### src/design/gbb_pkg.sv
`default_nettype none

package gbb_pkg;

  localparam int MAX_FONT_SIZE = 24;
  localparam int MIN_FONT_SIZE = 12;
  localparam int DEFAULT_SIZE  = 16;
  localparam int FRAME_DIM     = 1024;
  localparam int TOP_BIT       = 5;

  localparam int SIZE_W  = 5;
  localparam int DIM_W   = 11;
  localparam int COLOR_W = 16;
  localparam int ADDR_W  = 20;
  localparam int VAL_W   = 6;
  localparam int COUNT_W = 10;
  localparam int CFG_W   = 16;
  localparam int BIT_W   = $clog2(TOP_BIT + 1);

  localparam int QDEPTH  = 2;
  localparam int QPTR_W  = $clog2(QDEPTH);
  localparam int QCNT_W  = $clog2(QDEPTH + 1);

  localparam logic [1:0] CFG_FONT_SIZE     = 2'd0;
  localparam logic [1:0] CFG_ROW_PITCH     = 2'd1;
  localparam logic [1:0] CFG_BUFFER_HEIGHT = 2'd2;
  localparam logic [1:0] CFG_INK_COLOR     = 2'd3;

  // one classified byte waiting for the walker
  typedef struct packed {
    logic [VAL_W-1:0]        val;
    logic                    start;
    logic signed [DIM_W-1:0] ox;
    logic signed [DIM_W-1:0] oy;
    logic                    narrow;
  } item_t;

  // one walked pixel: write says it lands in the buffer, eob marks bit 0
  typedef struct packed {
    logic             valid;
    logic             write;
    logic             eob;
    logic [DIM_W-1:0] x;
    logic [DIM_W-1:0] y;
  } step_t;

  // alphabet: 0-9, a-z, A-Z, @ # * $ ; index kept to six bits
  function automatic logic [VAL_W-1:0] symbol_value(input logic [7:0] b);
    logic [7:0] idx;
    idx = 8'd0;
    if (b >= 8'h30 && b <= 8'h39) idx = b - 8'h30;
    else if (b >= 8'h61 && b <= 8'h7a) idx = b - 8'h61 + 8'd10;
    else if (b >= 8'h41 && b <= 8'h5a) idx = b - 8'h41 + 8'd36;
    else if (b == 8'h40) idx = 8'd62;
    else if (b == 8'h23) idx = 8'd63;
    else if (b == 8'h2a) idx = 8'd64;
    else if (b == 8'h24) idx = 8'd65;
    return idx[VAL_W-1:0];
  endfunction

  function automatic logic [SIZE_W-1:0] eff_size(input logic [SIZE_W-1:0] fs);
    if (32'(fs) < MIN_FONT_SIZE || 32'(fs) > MAX_FONT_SIZE)
      return SIZE_W'(DEFAULT_SIZE);
    return fs;
  endfunction

  function automatic logic [DIM_W-1:0] clamp_dim(input logic [DIM_W-1:0] v);
    if (32'(v) > FRAME_DIM)
      return DIM_W'(FRAME_DIM);
    return v;
  endfunction

endpackage

`default_nettype wire

### src/design/gbb_front.sv
`default_nettype none

module gbb_front (
  input  wire logic                          clk,
  input  wire logic                          rst,
  input  wire logic                          in_valid,
  output logic                               in_stall,
  input  wire logic [7:0]                    code_byte,
  input  wire logic                          glyph_start,
  input  wire logic signed [gbb_pkg::DIM_W-1:0] origin_x,
  input  wire logic signed [gbb_pkg::DIM_W-1:0] origin_y,
  input  wire logic                          narrow_cell,
  output logic                               q_valid,
  output gbb_pkg::item_t                     q_item,
  input  wire logic                          q_pop
);

  gbb_pkg::item_t slots [gbb_pkg::QDEPTH];
  logic [gbb_pkg::QPTR_W-1:0] wr_ptr;
  logic [gbb_pkg::QPTR_W-1:0] rd_ptr;
  logic [gbb_pkg::QCNT_W-1:0] count;
  logic push;
  logic pop;
  gbb_pkg::item_t entry;

  assign in_stall = (count == gbb_pkg::QCNT_W'(gbb_pkg::QDEPTH));
  assign push     = in_valid && !in_stall;
  assign q_valid  = (count != '0);
  assign pop      = q_pop && q_valid;
  assign q_item   = slots[rd_ptr];

  always_comb begin
    entry.val    = gbb_pkg::symbol_value(code_byte);
    entry.start  = glyph_start;
    entry.ox     = origin_x;
    entry.oy     = origin_y;
    entry.narrow = narrow_cell;
  end

  always_ff @(posedge clk) begin
    if (push) begin
      slots[wr_ptr] <= entry;
    end
  end

  always_ff @(posedge clk) begin
    if (rst) begin
      wr_ptr <= '0;
      rd_ptr <= '0;
      count  <= '0;
    end else begin
      if (push) begin
        wr_ptr <= (32'(wr_ptr) == gbb_pkg::QDEPTH - 1) ? '0 : wr_ptr + 1'b1;
      end
      if (pop) begin
        rd_ptr <= (32'(rd_ptr) == gbb_pkg::QDEPTH - 1) ? '0 : rd_ptr + 1'b1;
      end
      if (push && !pop) begin
        count <= count + 1'b1;
      end else if (pop && !push) begin
        count <= count - 1'b1;
      end
    end
  end

endmodule

`default_nettype wire

### src/design/gbb_walk.sv
`default_nettype none

module gbb_walk (
  input  wire logic                         clk,
  input  wire logic                         rst,
  input  wire logic [gbb_pkg::SIZE_W-1:0]   font_size,
  input  wire logic [gbb_pkg::DIM_W-1:0]    pitch,
  input  wire logic [gbb_pkg::DIM_W-1:0]    height,
  input  wire logic                         q_valid,
  input  wire gbb_pkg::item_t               q_item,
  output logic                              q_pop,
  output gbb_pkg::step_t                    w,
  input  wire logic                         w_take
);

  logic                                 b_valid;
  logic [gbb_pkg::VAL_W-1:0]            val;
  logic [gbb_pkg::BIT_W-1:0]            bit_idx;
  logic [gbb_pkg::COUNT_W-1:0]          pixel_count;
  logic [gbb_pkg::SIZE_W-1:0]           cell_row;
  logic [gbb_pkg::SIZE_W-1:0]           cell_col;
  logic signed [gbb_pkg::DIM_W-1:0]     glyph_x;
  logic signed [gbb_pkg::DIM_W-1:0]     glyph_y;
  logic                                 glyph_narrow;

  logic [gbb_pkg::SIZE_W-1:0]           s;
  logic [gbb_pkg::COUNT_W-1:0]          total;
  logic [gbb_pkg::SIZE_W-1:0]           cell_w;
  logic signed [gbb_pkg::DIM_W:0]       bx;
  logic signed [gbb_pkg::DIM_W:0]       by;
  logic                                 exhausted;
  logic                                 hit;
  logic                                 in_buf;
  logic [gbb_pkg::SIZE_W:0]             col_inc;
  logic                                 col_wrap;
  logic                                 w_free;
  logic                                 step;
  logic                                 last_step;

  always_comb begin
    s         = gbb_pkg::eff_size(font_size);
    total     = gbb_pkg::COUNT_W'(s) * gbb_pkg::COUNT_W'(s);
    cell_w    = glyph_narrow ? (s >> 1) : s;
    exhausted = (pixel_count >= total);
    hit       = (cell_col < cell_w) && val[bit_idx];
    bx        = {glyph_x[gbb_pkg::DIM_W-1], glyph_x}
              + $signed({{(gbb_pkg::DIM_W-gbb_pkg::SIZE_W+1){1'b0}}, cell_col});
    by        = {glyph_y[gbb_pkg::DIM_W-1], glyph_y}
              + $signed({{(gbb_pkg::DIM_W-gbb_pkg::SIZE_W+1){1'b0}}, cell_row});
    in_buf    = !bx[gbb_pkg::DIM_W] && !by[gbb_pkg::DIM_W]
              && (bx[gbb_pkg::DIM_W-1:0] < pitch) && (by[gbb_pkg::DIM_W-1:0] < height);
    col_inc   = {1'b0, cell_col} + 1'b1;
    col_wrap  = (col_inc >= {1'b0, s});
  end

  assign w_free    = !w.valid || w_take;
  assign step      = b_valid && w_free;
  assign last_step = step && (bit_idx == '0);
  assign q_pop     = q_valid && (!b_valid || last_step);

  // pixel stage toward the emitter
  always_ff @(posedge clk) begin
    if (rst) begin
      w.valid <= 1'b0;
    end else if (step) begin
      w.valid <= 1'b1;
      w.write <= !exhausted && hit && in_buf;
      w.eob   <= (bit_idx == '0);
      w.x     <= bx[gbb_pkg::DIM_W-1:0];
      w.y     <= by[gbb_pkg::DIM_W-1:0];
    end else if (w_take) begin
      w.valid <= 1'b0;
    end
  end

  always_ff @(posedge clk) begin
    if (q_pop) begin
      val <= q_item.val;
    end
  end

  always_ff @(posedge clk) begin
    if (rst) begin
      b_valid      <= 1'b0;
      bit_idx      <= '0;
      pixel_count  <= '0;
      cell_row     <= '0;
      cell_col     <= '0;
      glyph_x      <= '0;
      glyph_y      <= '0;
      glyph_narrow <= 1'b0;
    end else begin
      if (q_pop) begin
        b_valid <= 1'b1;
        bit_idx <= gbb_pkg::BIT_W'(gbb_pkg::TOP_BIT);
      end else if (last_step) begin
        b_valid <= 1'b0;
      end else if (step) begin
        bit_idx <= bit_idx - 1'b1;
      end

      // glyph start on the incoming byte wins over the finishing step
      if (q_pop && q_item.start) begin
        glyph_x      <= q_item.ox;
        glyph_y      <= q_item.oy;
        glyph_narrow <= q_item.narrow;
        pixel_count  <= '0;
        cell_row     <= '0;
        cell_col     <= '0;
      end else if (step && !exhausted) begin
        pixel_count <= pixel_count + 1'b1;
        if (col_wrap) begin
          cell_col <= '0;
          cell_row <= cell_row + 1'b1;
        end else begin
          cell_col <= col_inc[gbb_pkg::SIZE_W-1:0];
        end
      end
    end
  end

endmodule

`default_nettype wire

### src/design/gbb_emit.sv
`default_nettype none

module gbb_emit (
  input  wire logic                         clk,
  input  wire logic                         rst,
  input  wire logic [gbb_pkg::DIM_W-1:0]    pitch,
  input  wire gbb_pkg::step_t               w,
  output logic                              w_take,
  output logic                              out_valid,
  input  wire logic                         out_stall,
  output logic [gbb_pkg::ADDR_W-1:0]        pixel_address,
  output logic                              last_write
);

  // one write is held back until it is known whether it is the byte's last
  logic                               h_valid;
  logic                               h_final;
  logic [gbb_pkg::ADDR_W-1:0]         h_addr;
  logic                               o_free;
  logic                               h_emit_want;
  logic                               h_emit;
  logic                               emit_last;
  logic [2*gbb_pkg::DIM_W-1:0]        prod;
  logic [2*gbb_pkg::DIM_W-1:0]        addr_sum;

  assign prod     = w.y * pitch;
  assign addr_sum = prod + {{gbb_pkg::DIM_W{1'b0}}, w.x};

  assign o_free      = !out_valid || !out_stall;
  assign h_emit_want = h_valid && (h_final || (w.valid && (w.write || w.eob)));
  assign h_emit      = h_emit_want && o_free;
  assign emit_last   = h_final || (w.valid && w.eob && !w.write);
  assign w_take      = w.valid && (!(h_valid && (w.write || w.eob)) || h_emit);

  always_ff @(posedge clk) begin
    if (w_take && w.write) begin
      h_final <= w.eob;
      h_addr  <= addr_sum[gbb_pkg::ADDR_W-1:0];
    end
    if (h_emit) begin
      pixel_address <= h_addr;
      last_write    <= emit_last;
    end
  end

  always_ff @(posedge clk) begin
    if (rst) begin
      h_valid   <= 1'b0;
      out_valid <= 1'b0;
    end else begin
      if (w_take && w.write) begin
        h_valid <= 1'b1;
      end else if (h_emit) begin
        h_valid <= 1'b0;
      end
      if (h_emit) begin
        out_valid <= 1'b1;
      end else if (!out_stall) begin
        out_valid <= 1'b0;
      end
    end
  end

endmodule

`default_nettype wire

### src/design/glyph_bitmap_blit.sv
`default_nettype none

// channel  | handshake            | payload
// ---------+----------------------+----------------------------------------------
// in       | in_valid / in_stall  | code_byte, glyph_start, origin_x, origin_y,
//          |                      | narrow_cell
// out      | out_valid/out_stall  | pixel_address, pixel_color, last_write
// cfg      | cfg_write            | cfg_index, cfg_data
//
// Each byte's six bits are walked one bit per cycle while the pixel stage is
// free; the next byte is popped on the last bit's step. The block gives at most
// one write per cycle, and a write may be held while it waits to learn whether
// it is the byte's last.
// Synchronous active-high reset clears the queue, walk state and registers.
// A stall at the output backs up through the walker into the 2-entry queue.

module glyph_bitmap_blit (
  input  wire logic                              clk,
  input  wire logic                              rst,
  input  wire logic                              in_valid,
  output logic                                   in_stall,
  input  wire logic [7:0]                        code_byte,
  input  wire logic                              glyph_start,
  input  wire logic signed [gbb_pkg::DIM_W-1:0]  origin_x,
  input  wire logic signed [gbb_pkg::DIM_W-1:0]  origin_y,
  input  wire logic                              narrow_cell,
  output logic                                   out_valid,
  input  wire logic                              out_stall,
  output logic [gbb_pkg::ADDR_W-1:0]             pixel_address,
  output logic [gbb_pkg::COLOR_W-1:0]            pixel_color,
  output logic                                   last_write,
  input  wire logic                              cfg_write,
  input  wire logic [1:0]                        cfg_index,
  input  wire logic [gbb_pkg::CFG_W-1:0]         cfg_data
);

  logic [gbb_pkg::SIZE_W-1:0]  font_size;
  logic [gbb_pkg::DIM_W-1:0]   row_pitch;
  logic [gbb_pkg::DIM_W-1:0]   buffer_height;
  logic [gbb_pkg::COLOR_W-1:0] ink_color;
  logic [gbb_pkg::DIM_W-1:0]   pitch;
  logic [gbb_pkg::DIM_W-1:0]   height;

  logic            q_valid;
  gbb_pkg::item_t  q_item;
  logic            q_pop;
  gbb_pkg::step_t  w;
  logic            w_take;

  always_ff @(posedge clk) begin
    if (rst) begin
      font_size     <= gbb_pkg::SIZE_W'(gbb_pkg::DEFAULT_SIZE);
      row_pitch     <= 11'd320;
      buffer_height <= 11'd240;
      ink_color     <= 16'hffff;
    end else if (cfg_write) begin
      case (cfg_index)
        gbb_pkg::CFG_FONT_SIZE:     font_size     <= cfg_data[gbb_pkg::SIZE_W-1:0];
        gbb_pkg::CFG_ROW_PITCH:     row_pitch     <= cfg_data[gbb_pkg::DIM_W-1:0];
        gbb_pkg::CFG_BUFFER_HEIGHT: buffer_height <= cfg_data[gbb_pkg::DIM_W-1:0];
        gbb_pkg::CFG_INK_COLOR:     ink_color     <= cfg_data[gbb_pkg::COLOR_W-1:0];
        default: ;
      endcase
    end
  end

  assign pitch       = gbb_pkg::clamp_dim(row_pitch);
  assign height      = gbb_pkg::clamp_dim(buffer_height);
  assign pixel_color = ink_color;

  gbb_front u_front (
    .clk         (clk),
    .rst         (rst),
    .in_valid    (in_valid),
    .in_stall    (in_stall),
    .code_byte   (code_byte),
    .glyph_start (glyph_start),
    .origin_x    (origin_x),
    .origin_y    (origin_y),
    .narrow_cell (narrow_cell),
    .q_valid     (q_valid),
    .q_item      (q_item),
    .q_pop       (q_pop)
  );

  gbb_walk u_walk (
    .clk       (clk),
    .rst       (rst),
    .font_size (font_size),
    .pitch     (pitch),
    .height    (height),
    .q_valid   (q_valid),
    .q_item    (q_item),
    .q_pop     (q_pop),
    .w         (w),
    .w_take    (w_take)
  );

  gbb_emit u_emit (
    .clk           (clk),
    .rst           (rst),
    .pitch         (pitch),
    .w             (w),
    .w_take        (w_take),
    .out_valid     (out_valid),
    .out_stall     (out_stall),
    .pixel_address (pixel_address),
    .last_write    (last_write)
  );

endmodule

`default_nettype wire
### config.mk
export PLATFORM = sky130hd
export DESIGN_NAME = glyph_bitmap_blit
export DESIGN_NICKNAME = d
export VERILOG_FILES = /design/src/design/gbb_pkg.sv /design/src/design/gbb_front.sv /design/src/design/gbb_walk.sv /design/src/design/gbb_emit.sv /design/src/design/glyph_bitmap_blit.sv
export SDC_FILE = /design/constraint.sdc
export NUM_CORES = 1
export LEC_CHECK = 0
export BUFFER_PORTS_ARGS = -buffer_cell sky130_fd_sc_hd__buf_2
export CAP_MARGIN = 20
export CORE_MARGIN = 4
export CORE_UTILIZATION = 57
export DETAILED_ROUTE_END_ITERATION = 6
export PLACE_DENSITY = 0.71
export SETUP_SLACK_MARGIN = 0.1
export SLEW_MARGIN = 10
export SYNTH_ARGS = -nofsm -noshare
export SYNTH_HDL_FRONTEND = slang
export SYNTH_HIERARCHICAL = 1
export SYNTH_SLANG_ARGS = --single-unit
export TNS_END_PERCENT = 50
### constraint.sdc
create_clock -name clk -period 6.1 [get_ports clk]
set_input_delay 1.22 -clock clk [delete_from_list [all_inputs] [get_ports clk]]
set_output_delay 1.22 -clock clk [all_outputs]
set_load 0.02 [all_outputs]
### Yosys cells after proc, flatten, opt, wreduce, memory -nomap -nowiden

Memories as Yosys holds them, arrays and structs flattened. A register that Yosys moved wholly into a read port is not among the register bits.
Index checks and enable logic that the tools add are counted.

* add/sub/neg operators: 16
* multipliers: 2
* $lt $le $gt $ge: 16
* equal/unequal tests: 10
* mux-type cells: 39
* bitwise operators: 2
* reduce and logical (&&, ||, !) cells: 64

Operator list (count)
* two-way mux 11 bit: 4
* two-way mux 6 bit: 6
* logical AND 1 bit: 26
* adder 11 x 6 -> 12 bit: 2
* equality test 8 x 6 -> 1 bit (second input constant): 3
* greater-than comparator 11 bit (second input constant): 2
* less-than comparator 11 bit: 2
* adder 20 x 11 -> 20 bit: 1
* multiplier 11 x 11 -> 20 bit: 1
* two-way mux 5 bit: 4
* two-way mux 1 bit: 19
* greater-or-equal comparator 8 x 7 -> 1 bit (second input constant): 2
* less-or-equal comparator 8 x 7 -> 1 bit (second input constant): 2
* AND reduction 2 bit: 8
* logical NOT 1 bit: 12
* nonzero test 2 bit: 6
* subtractor 6 bit (second input constant): 2
* adder 10 x 1 -> 10 bit (second input constant): 1
* greater-or-equal comparator 10 bit: 1
* multiplier 5 x 5 -> 10 bit: 1
* two-way mux 3 bit: 3
* equality test 8 x 7 -> 1 bit (second input constant): 1
* greater-or-equal comparator 8 x 6 -> 1 bit (second input constant): 1
* less-or-equal comparator 8 x 6 -> 1 bit (second input constant): 1
* other kinds (25): 38

* bits in registers: 169
* bits in writable memories: 60
* logic and storage cells: 178
* memories: 1

Memories
* u_front.slots: depth 2, bits a word 30, read ports 1, clocked after memory_dff 1, wr ports 1, line gbb_front.sv:18 `gbb_pkg::item_t slots [gbb_pkg::QDEPTH];`

### Logic depth before layout (Yosys ltp)

* depth after elaboration: 16
* mapped depth: 24
* mapped depth without buffers: 21

### Modules after synthesis

Netlist, hierarchy kept.

By module, submodules not included
* gbb_emit: times used 1, cells each 553, area each 5540.3 µm², seq. area each 1301.2 µm²
* gbb_walk: times used 1, cells each 534, area each 4916.0 µm², seq. area each 1861.8 µm²
* gbb_front: times used 1, cells each 198, area each 2985.4 µm², seq. area each 1901.8 µm²
* glyph_bitmap_blit: times used 1, cells each 195, area each 1870.5 µm², seq. area each 860.8 µm²

### Worst setup path before layout

OpenSTA, ideal clock, no wires.

* path kind: register -> register
* start point: register row_pitch[10] in the netlist's numbering
* end point: register u_emit/h_addr[17] in the netlist's numbering, data pin
* library setup time: 0.263 ns
* arrival: 5.165 ns
* data required time: 5.837 ns
* setup slack: 0.672 ns
* cell stages (with the launch flop): 21
* clock period less this slack: 5.428 ns
* cells stage by stage: dfxtp_1 -> clkbuf_1 -> nor2b_1 -> clkbuf_1 -> nand2_1 -> fa_1 -> fa_1 -> inv_1 -> fa_1 -> fa_1 -> inv_1 -> fa_1 -> inv_1 -> ha_1 -> buf_6 -> a211o_1 -> a21oi_2 -> a21oi_1 -> a21boi_1 -> o41ai_2 -> xnor2_1

* cells in the longest elaborated chain, start to end: 5

Ends and longest elaborated chain
* start: declaration: line glyph_bitmap_blit.sv:38 `logic [gbb_pkg::DIM_W-1:0] row_pitch;`
* start signal: assignment: line glyph_bitmap_blit.sv:59 `gbb_pkg::CFG_ROW_PITCH: row_pitch <= cfg_data[gbb_pkg::DIM_W-1:0];`
* greater-than comparator 11 bit: line gbb_pkg.sv:68 `if (32'(v) > FRAME_DIM)`
* two-way mux 1 bit: line gbb_pkg.sv:68
* two-way mux 11 bit: line gbb_pkg.sv:70 `return v;`
* via pitch, one bit: line glyph_bitmap_blit.sv:41 `logic [gbb_pkg::DIM_W-1:0] pitch;`
* multiplier 11 x 11 -> 20 bit: line gbb_emit.sv:26 `assign prod = w.y * pitch;`
* adder 20 x 11 -> 20 bit: line gbb_emit.sv:27 `assign addr_sum = prod + {{gbb_pkg::DIM_W{1'b0}}, w.x};`
* via u_emit.addr_sum, one bit: line gbb_emit.sv:24 `logic [2*gbb_pkg::DIM_W-1:0] addr_sum;`
* end signal: assignment: line gbb_emit.sv:38 `h_addr <= addr_sum[gbb_pkg::ADDR_W-1:0];`
* end: declaration: line gbb_emit.sv:18 `logic [gbb_pkg::ADDR_W-1:0] h_addr;`

The timed path passes the listed nets, and every way through them passes these cells.
A chain may end at the register's enable or synchronous reset.

### Worst setup path in the final report

* start point: register row_pitch[10] in the netlist's numbering
* end point: register u_emit/h_addr[19] in the netlist's numbering, data pin

Same word-level chain as after synthesis.

==> reports/results.txt <==
The clock drives 230 sinks. Overall die height: 172 um. The design draws 5.71 mW. Number of hold buffers added after cts: 0. TritonCTS built the clock tree. 94 I/O pins were placed. Data on the critical path is required at its endpoint by 6.36 ns. The static leakage power came out at 7.39 nW.

After clock tree synthesis, the clock-pin slew on the worst setup and hold paths is 0.06 ns. Counting flops with an async set or reset pin after synthesis yields a share of 0%. In this run, the combinational gates consume 36.2% of the power. In the final routed layout, each cell accounts on average for 16.2 um. Once the clock tree was built, the setup fixing pass inserted 0 buffers.

The run finished with clean final reports. Final total negative setup slack: 0 ns. The endpoint class of the critical path was a flop.

Ranked by instance count, the synthesized netlist is headed by 176 x sky130_fd_sc_hd__inv_1, 163 x sky130_fd_sc_hd__nand2_1, 132 x sky130_fd_sc_hd__edfxtp_1. The weighted congestion at the end of routability-driven global placement is 0.890, and the clock latency of the later-clocked register in the worst-skew pair is 0.52 ns. Using the TritonRoute via totals, the vias-per-cell ratio works out to 5.43. sky130_fd_sc_hd__edfxtp_1 takes more of the synthesized area than any other cell. After synthesis, the cell types taking the most area are sky130_fd_sc_hd__edfxtp_1 26%, sky130_fd_sc_hd__dfxtp_1 13%, sky130_fd_sc_hd__fa_1 12%, sky130_fd_sc_hd__ha_1 10%, sky130_fd_sc_hd__inv_1 4.3%.

Walking the worst path, the cells encountered are nor2b_1 > buf_4 > and2_1 > fa_1 > inv_1 > fa_1 > inv_1 > fa_1 > inv_1 > fa_1 > inv_1 > ha_1 > ha_1 > a21o_1 > a21o_1 > a21oi_1 > a21boi_0 > a311oi_2 > xnor2_1. The post-route DRC violation count is 0, and the floorplan row count is 59. The hold violation count in the final report was 0; the area fraction of the dominant cell type after synthesis was 25.9%.

Maximum achievable frequency: 178 MHz. The synthesized netlist cell count was 1480; the hold path depth was 0. Cell internal power was estimated by the tool at 3.76 mW. The slowest stage of the critical path is the sky130_fd_sc_hd__dfxtp_1 cell. Across the run, the number of max-cap violations was 0. The largest vdd supply drop is 0.312 mV, and the number of nets in the layout is 1835.

Buffers placed on the I/O ports in this run total 93. The tools report the final number of max-transition violations as 0. The tools report the via count of the first global-routing pass as 10.7k. The switching part of the total power is 34.1%, and the filler cell count is 2108. For the number of resized instances in the post-cts repair step, the log shows 0.

The endpoint identified for the worst register-to-register timing path is u_emit/h_addr[19]$_DFFE_PP_. Path class of the lowest-slack min-delay path: flop to flop. The tools report the area enclosed by the die boundary as 29500 sq um. The worst slew margin relative to its limit was 29.2%; the maximum fanout encountered on the critical timing path was 13. For the part of the total power dissipated in the clock network, the log shows 26.2%. The type of element launching the critical path was a flop.

Summing over every cut layer, the via total after detailed routing is 10.4k. The cell depth of the worst flop-to-flop path was 19; the floorplan die width was 172 um. The number of antenna diodes is 0, and the number of distinct library cell variants in the gate-level netlist after synthesis is 77.

Critical path start-end classification: flop to flop. The number of nets still failing antenna checks after routing is 0. The share of the yosys chip area belonging to registers is 38.7%, and the synthesized netlist net count is 1753. The flip-flop cell with the highest count after synthesis was sky130_fd_sc_hd__edfxtp_1.

Synthesis inferred 230 register bits. The multi-input combinational cells in the finished layout cover a total of 8460 sq um. After synthesis, the mean cell area works out to 10.3 sq um. The HPWL after detailed placement is 23200 um.

In the final layout, the share of cells above drive strength 1 is 13.8%. For the detailed-route wire length, the log shows 31000 um. The path with the worst hold slack has its endpoint at u_emit/pixel_address[11]$_DFFE_PP_. The highest routed metal layer is met4. Setup repair after global routing left no endpoint under its margin. Counting flops with a built-in enable in the synthesized netlist gives 132. The run gives 3 as the number of buffers on the longest clock path. In the finished design, the share of the clock period the worst path needs comes to 92.2%. The arrival time at the worst endpoint was 5.88 ns.

For the H-tree depth, the log shows 1. The cell with the most instances after synthesis is sky130_fd_sc_hd__inv_1. The initial cell density of the core was 58.3%; the length of routed wiring on met1 was 14300 um. The startpoint identified for the worst hold timing path is u_emit/h_addr[11]$_DFFE_PP_. The global-route usage over all layers was 21.5%; the area growth from synthesis to final layout was 10.5%. Entering global routing, the biggest net connects 75 pins. Setup slack on the worst reg-to-reg path comes out at 0.48 ns.

In this run, CTS created clock tree buffers numbering 25. Power spread over the standard cell area amounts to 337 nW/um^2. For the pin with the worst max-slew slack, the measured transition is 1.06 ns.

Setup violations remaining at the end of the flow were counted as 0. The detailed router finished its first iteration with 584 violations. The first global-routing pass estimated 52400 um of wire. The largest stage delay on the critical path is 0.61 ns.

Before antenna repair, the detailed router went through 5 iterations. Across the routed clock network, the largest skew measured is 0.0143 ns. The initial antenna violation count is 0.

Launch point of the worst reg-to-reg path: row_pitch[10]$_SDFFE_PP0P_. The routed design could run at a clock period as short as 5.62 ns. Summed over all layers, the global routing overflow is 0. In the detailed route, the total length drawn on met3 is 1110 um. The length of routed met2 wiring is 15100 um. For the core footprint, the log shows 26300 sq um. Clock tree synthesis selected as its root buffer the cell sky130_fd_sc_hd__clkbuf_16. Of the total power, registers draw 37.6%. The total area of sequential cells is 5930 sq um.

Synthesis warning total: 6. The analysis attributes to net switching a power of 1.95 mW. The combined area of all synthesized cells came out at 15300 sq um. The final core utilization is 64.4%.
flip-flops by register name, summed over array words and instances, names as in the netlist, 2 cells and up, named ones only:
name                  count
u_front/count             2
u_walk/val                6
u_walk/w                 25
u_emit/h_addr            20
u_walk/cell_row           5
u_walk/glyph_x           11
u_walk/pixel_count       10
row_pitch                11
u_walk/glyph_y           11
pixel_color              16
u_walk/bit_idx            3
u_walk/cell_col           5
u_front/slots            60
buffer_height            11
u_emit/pixel_address     20
font_size                 5
per-layer routing:
metal  vias up  track usage [%]
met3        34             2.81
met1      5065             29.5
met2       168             37.3
met4         0             3.96
met5         -                0
li1       5135                -
cells in the final DEF, fill, tap and decap left out, types with 8 or more instances in the layout:
cell type,instances
sky130_fd_sc_hd__inv_1,176
sky130_fd_sc_hd__xnor2_1,46
sky130_fd_sc_hd__o21ai_0,21
sky130_fd_sc_hd__nand2b_1,39
sky130_fd_sc_hd__xor2_1,19
sky130_fd_sc_hd__mux2_2,34
sky130_fd_sc_hd__nor2_1,89
sky130_fd_sc_hd__nand3_1,22
sky130_fd_sc_hd__and3_1,15
sky130_fd_sc_hd__clkbuf_1,10
sky130_fd_sc_hd__a21oi_1,69
sky130_fd_sc_hd__mux2i_1,45
sky130_fd_sc_hd__nand2_1,163
sky130_fd_sc_hd__buf_2,93
sky130_fd_sc_hd__edfxtp_1,132
sky130_fd_sc_hd__nor2b_1,26
sky130_fd_sc_hd__and2_1,52
sky130_fd_sc_hd__nor4_1,8
sky130_fd_sc_hd__ha_1,123
sky130_fd_sc_hd__fa_1,95
sky130_fd_sc_hd__dfxtp_1,98
sky130_fd_sc_hd__nand4_1,11
sky130_fd_sc_hd__a21o_1,20
sky130_fd_sc_hd__buf_4,21
sky130_fd_sc_hd__clkbuf_16,25
critical path, delay by kind of cell (launching register included):
| kind | cells | cell delay, ns |
|---|---|---|
| adder cells (fa/ha/maj) | 6 | 2.80 |
| AND/OR/NAND/NOR | 2 | 0.35 |
| buffers and inverters | 5 | 0.41 |
| AO/OA/AOI/OAI | 5 | 1.09 |
| XOR/XNOR | 1 | 0.11 |
| flip-flops | 1 | 0.61 |
metrics by stage:
| stage | setup WS [ns] | instance area, sq um | std cells | hold WS (ns) |
|---|---|---|---|---|
| after detailed placement | 0.354 | 16100 | 1869 | 0.405 |
| after global routing | 0.175 | 16900 | 1915 | 0.430 |
| after floorplan | 0.672 | 15300 | 1480 | 0.400 |
| after CTS | 0.341 | 16900 | 1914 | 0.419 |
| final | 0.479 | 16900 | 1915 | 0.418 |
| after global placement | 0.398 | 16100 | 1869 | 0.401 |
cells by family (layout without fill, tap and decap cells):
logic type / count (synthesis) / in the layout / share of synthesized area, %
AOI/OAI and AO/OA: 180 / 180 / 8.03
xor gates and xnor gates: 65 / 65 / 3.72
adders and majority gates: 218 / 218 / 22.5
buffers and inverters: 236 / 336 / 6.10
DFF: 230 / 230 / 38.7
muxes: 80 / 80 / 5.59
and+or+nand+nor: 471 / 471 / 15.4
worst max path at each step:
stage | start | to
after floorplan | row_pitch[10]$_SDFFE_PP0P_ | u_emit/h_addr[17]$_DFFE_PP_
after global placement | row_pitch[10]$_SDFFE_PP0P_ | u_emit/h_addr[17]$_DFFE_PP_
after detailed placement | row_pitch[10]$_SDFFE_PP0P_ | u_emit/h_addr[17]$_DFFE_PP_
after CTS | row_pitch[10]$_SDFFE_PP0P_ | u_emit/h_addr[17]$_DFFE_PP_
after global routing | row_pitch[10]$_SDFFE_PP0P_ | u_emit/h_addr[19]$_DFFE_PP_
final | row_pitch[10]$_SDFFE_PP0P_ | u_emit/h_addr[19]$_DFFE_PP_
area by class of cell:
type                            count  share of cell area [%]
Timing Repair Buffer              115                    3.77
Clock inverter                      8                   0.703
Tap cell                          335                    2.48
Sequential cell                   230                    35.0
Clock buffer                       37                    4.08
Multi-Input combinational cell   1014                    50.0
Inverter                          176                    3.91
power by group through the flow:
| stage | combinational (mW) | clock (mW) | sequential [mW] |
|---|---|---|---|
| finish | 2.07 | 1.49 | 2.15 |
| global route | 2.37 | 1.60 | 2.18 |
| CTS | 2.08 | 1.53 | 2.15 |
| detailed placement | 2.06 | 0 | 2.18 |
| global placement | 2.01 | 0 | 2.17 |
| floorplan | 1.63 | 0 | 2.13 |
(Power assumes the default switching activity.)
